## src/rtl/timestamp_trigger_table_assert.svh

```systemverilog
// Assertion macros used by the trigger table back end
`ifndef TIMESTAMP_TRIGGER_TABLE_ASSERT_SVH
`define TIMESTAMP_TRIGGER_TABLE_ASSERT_SVH
// Implication checked on every clock edge outside reset
`define TTT_ASSERT_IMP(label, ante, cons, msg) \
  label: assert property (@(posedge clk) disable iff (rst) (ante) |-> (cons)) else $error(msg);
// Next-cycle implication checked outside reset
`define TTT_ASSERT_NXT(label, ante, cons, msg) \
  label: assert property (@(posedge clk) disable iff (rst) (ante) |=> (cons)) else $error(msg);
`endif

```

## src/rtl/ttt_pkg.sv

```systemverilog
// ----------------------------------------------------------------------------
// ttt_pkg
// Types and constants shared by the timestamp trigger table.
// ----------------------------------------------------------------------------
package ttt_pkg;
  localparam int Entries = 16;
  localparam int TagBits = 32;
  localparam int IdxW    = $clog2(Entries);
  localparam int CntW    = $clog2(Entries + 1);
  localparam int QDepth  = 2;

  typedef enum logic [2:0] {
    CMD_FRAME  = 3'd0,
    CMD_ADD    = 3'd1,
    CMD_REMOVE = 3'd2,
    CMD_CLEAR  = 3'd3,
    CMD_STREAM = 3'd4
  } cmd_e;

  localparam logic [1:0] ST_OK       = 2'd0;
  localparam logic [1:0] ST_FULL     = 2'd1;
  localparam logic [1:0] ST_NOTFOUND = 2'd2;

  localparam logic KIND_FIRE = 1'b0;
  localparam logic KIND_DONE = 1'b1;

  typedef struct packed {
    logic [2:0]  cmd;
    logic [63:0] time_value;
    logic [31:0] tag_in;
    logic        one_shot;
    logic [31:0] target_id;
  } in_item_t;

  typedef struct packed {
    logic        kind;
    logic [31:0] trig_id;
    logic [63:0] trig_time;
    logic [31:0] tag_out;
    logic [1:0]  status;
    logic        last;
  } out_item_t;

  // Classified operation handed from the front part to the back part
  typedef enum logic [2:0] {
    OP_FRAME, OP_ADD, OP_REMOVE, OP_CLEAR, OP_STREAM, OP_NOP
  } op_e;

  typedef struct packed {
    op_e         op;
    logic [63:0] time_value;
    logic [TagBits-1:0] tag;
    logic        one_shot;
    logic [31:0] target_id;
  } op_item_t;

  typedef enum logic [2:0] {
    BK_IDLE, BK_SCAN, BK_RSCAN, BK_SHIFT, BK_DONE
  } bk_state_e;
endpackage

```

## src/rtl/ttt_front.sv

```systemverilog
// ----------------------------------------------------------------------------
// ttt_front
// Accepts input transactions, classifies the command and queues the operation.
// ----------------------------------------------------------------------------
module ttt_front (
  input  logic              clk,
  input  logic              rst,
  input  logic              valid,
  output logic              stall,
  input  ttt_pkg::in_item_t data,
  output logic              op_valid,
  input  logic              op_take,
  output ttt_pkg::op_item_t op
);
  import ttt_pkg::*;

  localparam int PtrW = $clog2(QDepth);

  op_item_t        q [QDepth];
  logic [PtrW-1:0] wr_ptr, rd_ptr;
  logic [PtrW:0]   fill;
  op_item_t        cls;
  logic            push, pop;

  // Classify the command
  always_comb begin
    cls.time_value = data.time_value;
    cls.tag        = data.tag_in[TagBits-1:0];
    cls.one_shot   = data.one_shot;
    cls.target_id  = data.target_id;
    unique case (data.cmd)
      CMD_FRAME:  cls.op = OP_FRAME;
      CMD_ADD:    cls.op = OP_ADD;
      CMD_REMOVE: cls.op = OP_REMOVE;
      CMD_CLEAR:  cls.op = OP_CLEAR;
      CMD_STREAM: cls.op = OP_STREAM;
      default:    cls.op = OP_NOP;
    endcase
  end

  assign stall    = (fill == (PtrW+1)'(QDepth));
  assign push     = valid && !stall;
  assign op_valid = (fill != '0);
  assign pop      = op_valid && op_take;
  assign op       = q[rd_ptr];

  // Queue storage
  always_ff @(posedge clk) begin
    if (push) begin
      q[wr_ptr] <= cls;
    end
  end

  // Advance pointers
  always_ff @(posedge clk) begin
    if (rst) begin
      wr_ptr <= '0;
      rd_ptr <= '0;
      fill   <= '0;
    end else begin
      if (push) wr_ptr <= wr_ptr + 1'b1;
      if (pop)  rd_ptr <= rd_ptr + 1'b1;
      fill <= fill + (PtrW+1)'(push) - (PtrW+1)'(pop);
    end
  end
endmodule

```

## src/rtl/ttt_back.sv

```systemverilog
// ----------------------------------------------------------------------------
// ttt_back
// Executes queued operations on the trigger table and emits result transactions.
// ----------------------------------------------------------------------------
module ttt_back (
  input  logic               clk,
  input  logic               rst,
  input  logic               op_valid,
  output logic               op_take,
  input  ttt_pkg::op_item_t  op,
  output logic               valid,
  input  logic               stall,
  output ttt_pkg::out_item_t data
);
  import ttt_pkg::*;
  `include "timestamp_trigger_table_assert.svh"

  logic [63:0]        e_time   [Entries];
  logic [TagBits-1:0] e_tag    [Entries];
  logic [31:0]        e_ident  [Entries];
  logic               e_single [Entries];

  logic [CntW-1:0] count, count_next;
  logic [31:0]     next_ident;
  logic [63:0]     prev_time;
  logic            prev_valid;

  bk_state_e       state, state_next;
  op_item_t        cur;
  logic [CntW-1:0] rd, rd_next;   // read index during a scan
  logic [CntW-1:0] wr, wr_next;   // write index during compaction
  logic [1:0]      st_code, st_next;
  logic [31:0]     rid, rid_next;

  logic            out_full;
  logic            emit_fire, emit_done, out_free;
  logic [IdxW-1:0] ri, wi;
  logic            fire, keep, id_hit, copy_en;
  logic            add_en, load;

  assign out_free = !out_full || !stall;
  assign ri       = rd[IdxW-1:0];
  assign wi       = wr[IdxW-1:0];
  assign fire     = (cur.time_value >= e_time[ri]) &&
                    (!prev_valid || e_time[ri] > prev_time);
  assign keep     = !(fire && e_single[ri]);
  assign id_hit   = (e_ident[ri] == cur.target_id);

  // Next state and control
  always_comb begin
    state_next = state;
    count_next = count;
    rd_next    = rd;
    wr_next    = wr;
    st_next    = st_code;
    rid_next   = rid;
    op_take    = 1'b0;
    emit_fire  = 1'b0;
    emit_done  = 1'b0;
    copy_en    = 1'b0;
    add_en     = 1'b0;
    load       = 1'b0;
    unique case (state)
      BK_IDLE: begin
        if (op_valid) begin
          op_take    = 1'b1;
          load       = 1'b1;
          rd_next    = '0;
          wr_next    = '0;
          st_next    = ST_OK;
          rid_next   = '0;
          unique case (op.op)
            OP_FRAME:  state_next = BK_SCAN;
            OP_REMOVE: state_next = BK_RSCAN;
            default:   state_next = BK_DONE;
          endcase
        end
      end
      // Walk entries, fire matches, compact survivors
      BK_SCAN: begin
        if (rd == count) begin
          count_next = wr;
          state_next = BK_DONE;
        end else if (!fire || out_free) begin
          emit_fire = fire;
          copy_en   = keep && (wr != rd);
          if (keep) wr_next = wr + 1'b1;
          rd_next = rd + 1'b1;
        end
      end
      // Search oldest matching id
      BK_RSCAN: begin
        if (rd == count) begin
          st_next    = ST_NOTFOUND;
          state_next = BK_DONE;
        end else if (id_hit) begin
          wr_next    = rd;
          rd_next    = rd + 1'b1;
          state_next = BK_SHIFT;
        end else begin
          rd_next = rd + 1'b1;
        end
      end
      // Shift the tail down by one
      BK_SHIFT: begin
        if (rd == count) begin
          count_next = count - 1'b1;
          state_next = BK_DONE;
        end else begin
          copy_en = 1'b1;
          wr_next = wr + 1'b1;
          rd_next = rd + 1'b1;
        end
      end
      BK_DONE: begin
        if (out_free) begin
          emit_done  = 1'b1;
          state_next = BK_IDLE;
        end
      end
      default: state_next = BK_IDLE;
    endcase
    // Add and clear act on entry to the completion step
    if (state == BK_IDLE && op_valid) begin
      unique case (op.op)
        OP_ADD: begin
          if (count == CntW'(Entries)) begin
            st_next = ST_FULL;
          end else begin
            add_en     = 1'b1;
            rid_next   = next_ident;
            count_next = count + 1'b1;
          end
        end
        OP_CLEAR: count_next = '0;
        default: ;
      endcase
    end
  end

  // Control registers
  always_ff @(posedge clk) begin
    if (rst) begin
      state      <= BK_IDLE;
      count      <= '0;
      next_ident <= '0;
      prev_valid <= 1'b0;
      out_full   <= 1'b0;
    end else begin
      state <= state_next;
      count <= count_next;
      if (add_en) next_ident <= next_ident + 1'b1;
      if (load && op.op == OP_STREAM) prev_valid <= 1'b0;
      if (state == BK_SCAN && rd == count) prev_valid <= 1'b1;
      if (emit_fire || emit_done) out_full <= 1'b1;
      else if (!stall) out_full <= 1'b0;
    end
  end

  // Hold the operation and scan pointers
  always_ff @(posedge clk) begin
    rd      <= rd_next;
    wr      <= wr_next;
    st_code <= st_next;
    rid     <= rid_next;
    if (load) cur <= op;
    if (state == BK_SCAN && rd == count) prev_time <= cur.time_value;
  end

  // Entry storage
  always_ff @(posedge clk) begin
    if (add_en) begin
      e_time[count[IdxW-1:0]]   <= op.time_value;
      e_tag[count[IdxW-1:0]]    <= op.tag;
      e_ident[count[IdxW-1:0]]  <= next_ident;
      e_single[count[IdxW-1:0]] <= op.one_shot;
    end else if (copy_en) begin
      e_time[wi]   <= e_time[ri];
      e_tag[wi]    <= e_tag[ri];
      e_ident[wi]  <= e_ident[ri];
      e_single[wi] <= e_single[ri];
    end
  end

  // Output register
  always_ff @(posedge clk) begin
    if (emit_fire) begin
      data.kind      <= KIND_FIRE;
      data.trig_id   <= e_ident[ri];
      data.trig_time <= e_time[ri];
      data.tag_out   <= 32'(e_tag[ri]);
      data.status    <= ST_OK;
      data.last      <= 1'b0;
    end else if (emit_done) begin
      data.kind      <= KIND_DONE;
      data.trig_id   <= rid;
      data.trig_time <= '0;
      data.tag_out   <= '0;
      data.status    <= st_code;
      data.last      <= 1'b1;
    end
  end
  assign valid = out_full;

  `TTT_ASSERT_IMP(a_count_range, 1'b1, count <= CntW'(Entries), "count above capacity")
  `TTT_ASSERT_IMP(a_wr_behind, state == BK_SCAN, wr <= rd, "compaction overtook scan")
  `TTT_ASSERT_IMP(a_take_idle, op_take, state == BK_IDLE, "op taken while busy")
  `TTT_ASSERT_NXT(a_done_idle, state == BK_DONE && out_free, state == BK_IDLE,
                  "completion did not return to idle")
endmodule

```

## src/rtl/timestamp_trigger_table.sv

```systemverilog
// Add, clear, new stream: acted on when taken in idle, then reported from the done state.
// Frame: one entry per cycle through the scan unit, except while a fired entry waits for the output.
// Remove: search for the id, then shift of the tail.
// Throughput: one item in flight in the back end; two more queue in front.
// Reset: rst synchronous, empties the table, id counter and queue at once.
// ----------------------------------------------------------------------------
// timestamp_trigger_table
// Table of timed alarms fired by frame timestamps, in insertion order.
// ----------------------------------------------------------------------------
module timestamp_trigger_table (
  input  logic               clk,
  input  logic               rst,
  input  logic               in_valid,
  output logic               in_stall,
  input  ttt_pkg::in_item_t  in_data,
  output logic               out_valid,
  input  logic               out_stall,
  output ttt_pkg::out_item_t out_data
);
  import ttt_pkg::*;

  logic     op_valid, op_take;
  op_item_t op;

  ttt_front u_front (
    .clk, .rst,
    .valid(in_valid), .stall(in_stall), .data(in_data),
    .op_valid, .op_take, .op
  );

  ttt_back u_back (
    .clk, .rst,
    .op_valid, .op_take, .op,
    .valid(out_valid), .stall(out_stall), .data(out_data)
  );
endmodule

```

## config.mk

```make
export PLATFORM = sky130hd
export DESIGN_NAME = timestamp_trigger_table
export DESIGN_NICKNAME = d
export VERILOG_FILES = /design/src/rtl/ttt_pkg.sv /design/src/rtl/ttt_front.sv /design/src/rtl/ttt_back.sv /design/src/rtl/timestamp_trigger_table.sv
export VERILOG_INCLUDE_DIRS = /design/src /design/src/rtl
export SDC_FILE = /design/constraint.sdc
export NUM_CORES = 2
export LEC_CHECK = 0
export BUFFER_PORTS_ARGS = -buffer_cell sky130_fd_sc_hd__buf_2
export CORE_ASPECT_RATIO = 0.5
export CORE_MARGIN = 4
export CORE_UTILIZATION = 25
export CTS_BUF_LIST = sky130_fd_sc_hd__clkbuf_4
export CTS_CLUSTER_DIAMETER = 60
export DETAILED_ROUTE_END_ITERATION = 8
export GPL_TIMING_DRIVEN = 0
export PLACE_DENSITY = 0.41
export SYNTH_ARGS = -nofsm -noshare
export SYNTH_HDL_FRONTEND = slang
export SYNTH_HIERARCHICAL = 1
export SYNTH_SLANG_ARGS = --single-unit
```

## constraint.sdc

```tcl
create_clock -name clk -period 17.1 [get_ports clk]
set_input_delay 3.42 -clock clk [delete_from_list [all_inputs] [get_ports clk]]
set_output_delay 3.42 -clock clk [all_outputs]
set_load 0.05 [all_outputs]
```

Word level (Yosys, flattened, before mapping)
Memory sizes are Yosys's and may differ from the RTL's. A register that Yosys moved wholly into a read port is not among the register bits.
Index checks and enable logic that the tools add are counted.
Word-level totals
  flip-flop bits (word level): 381
  RAM bits: 2328
  input bits: 136
  output and inout port bits: 134
  word-level logic and storage cells: 182
  memories: 5
Memories
  u_back.e_time: depth 16, width 64, rd ports 1, clocked after memory_dff 1, write ports 1, line ttt_back.sv:18  | logic [63:0] e_time [Entries];
  u_back.e_ident: depth 16, width 32, rd ports 1, clocked after memory_dff 1, write ports 1, line ttt_back.sv:20  | logic [31:0] e_ident [Entries];
  u_back.e_tag: depth 16, width 32, rd ports 1, clocked after memory_dff 1, write ports 1, line ttt_back.sv:19  | logic [TagBits-1:0] e_tag [Entries];
  u_front.q: depth 2, width 132, rd ports 1, clocked after memory_dff 1, write ports 1, line ttt_front.sv:19  | op_item_t q [QDepth];
  u_back.e_single: depth 16, width 1, rd ports 1, clocked after memory_dff 1, write ports 1, line ttt_back.sv:21  | logic e_single [Entries];
Cells by class
  add/sub/neg operators: 9
  magnitude comparators: 2
  equal/unequal tests: 29
  multiplexer cells: 82
  reductions and logical operators: 35
Operators with widths (number)
  2-to-1 mux 131 bit: 2
  2-to-1 mux 32 bit: 7
  2-to-1 mux 5 bit: 14
  greater-or-equal comparator 64 bit: 1
  > comparator 64 bit: 1
  2-to-1 mux 64 bit: 1
  OR reduction 32 bit: 2
  OR reduction 64 bit: 1
  adder 32 x 1 -> 32 bit, second input constant: 1
  equality test 32 bit: 1
  2-to-1 mux 4 bit: 8
  2-to-1 mux 1 bit: 31
  case mux 5 bit (2 select lines): 2
  case mux 5 bit (4 select lines): 1
  equality test 3 x 2 -> 1 bit, second input constant: 6
  adder 5 x 1 -> 5 bit, second input constant: 3
  2-to-1 mux 3 bit: 5
  case mux 3 bit (5 select lines): 1
  case mux 5 bit (3 select lines): 1
  != test 2 x 1 -> 1 bit, second input constant: 6
  case mux 3 bit (4 select lines): 1
  2-to-1 mux 2 bit: 5
  != test 2 bit, second input constant: 5
  equality test 3 x 1 -> 1 bit, second input constant: 3
  other kinds (25): 48

Longest topological paths before layout
  word-level depth: 14
  gate-level depth with buffers: 25
  gate-level depth less buffers: 16

Cells and area by module
The synthesis kept the hierarchy.
By module, submodules not included
  ttt_back: instances 1, cells an instance 4742, area an instance 97060.6 um^2, seq. area each 72589.6 um^2
  ttt_front: instances 1, cells an instance 441, area an instance 10108.4 um^2, seq. area each 8027.7 um^2

Worst setup path after synthesis
Ideal clock, no wire load.
  kind: reg-to-reg
  start: register (tool-made name)
  end: memory u_back.e_ident[13][0] (enable)
  library setup time: 812 ps
  arrival time: 14302 ps
  required time: 16288 ps
  setup slack: 1986 ps
  cell stages (with the launch flop): 19
  path buffers: 7
  path through: dfxtp_1 buf_4 buf_4 buf_2 buf_2 clkbuf_1 clkbuf_1 mux4_2 mux4_2 ha_1 a211oi_1 o21bai_1 a2111oi_0 o31ai_1 a211o_1 a211oi_2 o31ai_1 clkbuf_1 o32ai_1
RTL lines (line)
  end, declared: ttt_back.sv:20

==> metrics.md <==
| Metric | Value |
|---|---|
| ANT nets after route | `0` |
| Grt ovf | `0` |
| Routed len/inst | `27.32 um` |
| Clock tree buffer depth | `4` |
| CP Data Required Time | `18.17 ns` |
| IO Pins | `270` |
| Final Hold Violating Endpoints | `0` |
| Leading register cell type out of synthesis | `edfxtp_1` |
| Power Dens Cells | `174.1 nW/um^2` |
| # port buffers | `269` |
| Critical path class | `flop to flop` |
| Compound-cell area share of the yosys netlist | `0.02370` |
| Most numerous cell in the Yosys netlist | `edfxtp_1` |
| Mux cell area share after synthesis | `0.1607` |
| Drt via density | `4.518` |
| Fin crit share | `0.6752` |
| Total setup buffers inserted after CTS | `0` |
| CTS Sinks | `2714` |
| Critical path data arrival time | `12.62 ns` |
| Fraction of layout cells with a size suffix above 1 | `0.3664` |
| Post-synth ARST share | `0` |
| Core area | `425400 sq um` |
| Die W | `933.9 um` |
| Slew @ Worst Pin | `1.394 ns` |
| Final worst path period need | `11.55 ns` |
| Avg Inst Size Synth | `20.68 sq um` |
| Placed Area | `120200 sq um` |
| Area delta synth->final | `20.34%` |
| HPWL after detailed placement | `234.7 mm` |
| Dpl ws | `5.249 ns` |
| Hold path startpoint | `u_back/cur[78]` |
| Count of state elements after synthesis | `2714` |
| DR iter-0 viols | `4748` |
| RSZ-0062 raised after global routing | `no` |
| Post-Syn Nets | `5454` |
| FMAX | `86.61 MHz` |
| XOR/XNOR share of the synthesized area | `0.006129` |
| Setup Skew | `0.09394 ns` |
| Dpl cells | `11370` |
| Cts hold-fix bufs | `0` |
| Endpoint class of the critical path | `flop` |
| Slew headroom | `0.06753` |
| Final Setup Violations | `0` |
| Cell accounting for the most synthesized area | `edfxtp_1` |
| Worst hold path type | `flop to flop` |
| Seq/Total Area, Yosys | `0.7522` |
| Vias in the first global route | `59310` |
| Largest net degree at the start of global routing | `70` |
| Distinct cells, synth | `79` |
| Global-route wire length before repair | `474.7 mm` |
| Pins Over Slew Limit | `0` |
| Final nets | `6614` |
| CTS Buf Count | `699` |
| Worst IR Drop VDD | `104.2 uV` |
| Initial antenna violation count | `28` |
| Area share of the largest cell type after synthesis | `0.7358` |
| Starting Density | `0.2519` |
| Post-synth EDFFs | `2626` |
| All-layer global routing usage | `0.1524` |
| Worst-skew pair later-pin latency | `1.39 ns` |
| Vias post-DR | `56920` |
| Die Span Y | `471.0 um` |
| Startpoint type of the worst setup path | `flop` |
| RD Place Congestion | `0.8123` |
| Post-synthesis simple-gate area fraction | `0.02403` |
| Run status | `complete, no violations` |
| Largest family of logic cells by synthesized area | `multiplexers` |
| Root Buffer | `clkbuf_4` |
| Layout Cells excl Fill | `12600` |
| Final core occ | `0.3031` |
| Final worst slack | `5.554 ns` |
| Std cell rows | `169` |
| Post-synthesis adder-cell area fraction | `0.01576` |
| Top cells by area, synth | `edfxtp_1, mux4_2, mux2_2` |
| Finished Cell Area | `129000 sq um` |
| Cell area after synthesis | `107200 sq um` |
| Drt total wl | `344.2 mm` |
| CTS tree | `done` |
| Static Leak | `42.61 nW` |
| Maxcap violations | `0` |
| H-Tree Depth | `6` |
| Resized Gates After CTS | `0` |
| Setup tns final | `0 ns` |
| Clock transition at path regs | `0.06 ns` |
| Die Footprint | `439900 sq um` |
| Cells after Synth | `5183` |
| Synth cell count leaders | `edfxtp_1, mux4_2, mux2_2, nand2_1, inv_1` |
| TritonRoute pass-1 iters | `5` |
| Detailed-route DRC error count | `0` |
| Crit path max fanout | `13` |
| Synth warn | `6` |
==> sequential cells by signal, indices dropped and copies added, names as in the netlist, 32 cells and up, named ones only <==
signal / flops
u_front/q: 264
u_back/rid: 32
u_back/e_tag: 512
u_back/prev_time: 64
u_back/data: 131
u_back/cur: 96
u_back/next_ident: 32
u_back/e_ident: 512
u_back/e_time: 1024
==> final timing paths <==
check	endpoint	slack, ns	depth (start not counted)
worst max-delay path	u_back/e_time[1][60]	5.55	24
worst min-delay path	u_back/prev_time[13]	0.45	0
worst max register to register	u_back/e_time[1][60]	5.55	24
worst min register to register	u_back/prev_time[13]	0.45	0
==> critical path: stages, from the launching register on <==
cell and delay (ns):
dfxtp_1 0.31, buf_4 0.20, buf_4 0.28, buf_2 0.52, buf_2 0.43, clkbuf_1 0.92, clkbuf_1 0.86, mux4_2 0.43
mux4_2 0.59, ha_1 0.35, nand3_1 0.09, or3_1 0.47, nor3_1 0.60, nand3_1 0.71, nor2_1 0.31, a211oi_2 0.29
o31ai_2 0.98, clkbuf_1 0.99, o22ai_4 0.49, buf_12 0.33, buf_12 0.18, buf_16 0.17, buf_12 0.17, buf_16 0.17
buf_16 0.16
==> area by class of cell <==
type / count / area, sq um
tap: 5728 / 7167
multi-input combinational: 2057 / 24980
buffer: 241 / 1231
clock inverter: 207 / 1125
clock buffer: 1002 / 7522
inverter: 171 / 654.4
timing repair buffer: 459 / 5624
fill: 41980 / 296500
sequential: 2714 / 80620
antenna: 19 / 47.55
==> metal layers <==
metal	vias to the layer above	wire length, um	GRT usage
met5	-	35	0
met4	6	8851	0.04352
met3	516	17800	0.02810
met2	1791	163900	0.2488
met1	30560	153600	0.2080
li1	24050	-	-
==> power breakdown <==
part	leakage [nW]	switching, mW	internal [mW]
clock network	5.17	2.71	2.85
logic	12.8	5.22	2.61
registers	24.7	0.220	8.84
==> cells in the final DEF (no fill, tap or decap), drive strengths merged, types with 19 or more instances in the layout <==
master / n
a21o: 29
ha: 135
nor3: 24
mux2: 263
mux4: 578
nand3: 46
nand2: 170
xor2: 33
o21ai: 64
clkinv: 175
and2: 34
mux2i: 90
o22ai: 19
xnor2: 42
a22o: 58
dfxtp: 88
edfxtp: 2626
a21oi: 89
clkbuf: 1097
nand4: 28
buf: 605
inv: 191
diode: 19
nor2: 155
==> metrics by stage <==
step,hold slack [ns],power [mW]
floorplan,0.4227,13.90
global placement,0.4376,17.34
detailed placement,0.4418,17.21
CTS,0.4516,22.88
global route,0.4567,23.69
finish,0.4513,22.45
==> cell families (layout without fill, tap and decap cells) <==
group / count (synthesis) / in the layout
other cells: 0 / 19
xor+xnor: 75 / 75
buf+inv: 412 / 2080
fa+ha+maj: 135 / 135
compound gates: 371 / 371
simple gates: 545 / 545
flops: 2714 / 2714
mux: 931 / 931
No activity file was read; power rests on OpenSTA's default activity.
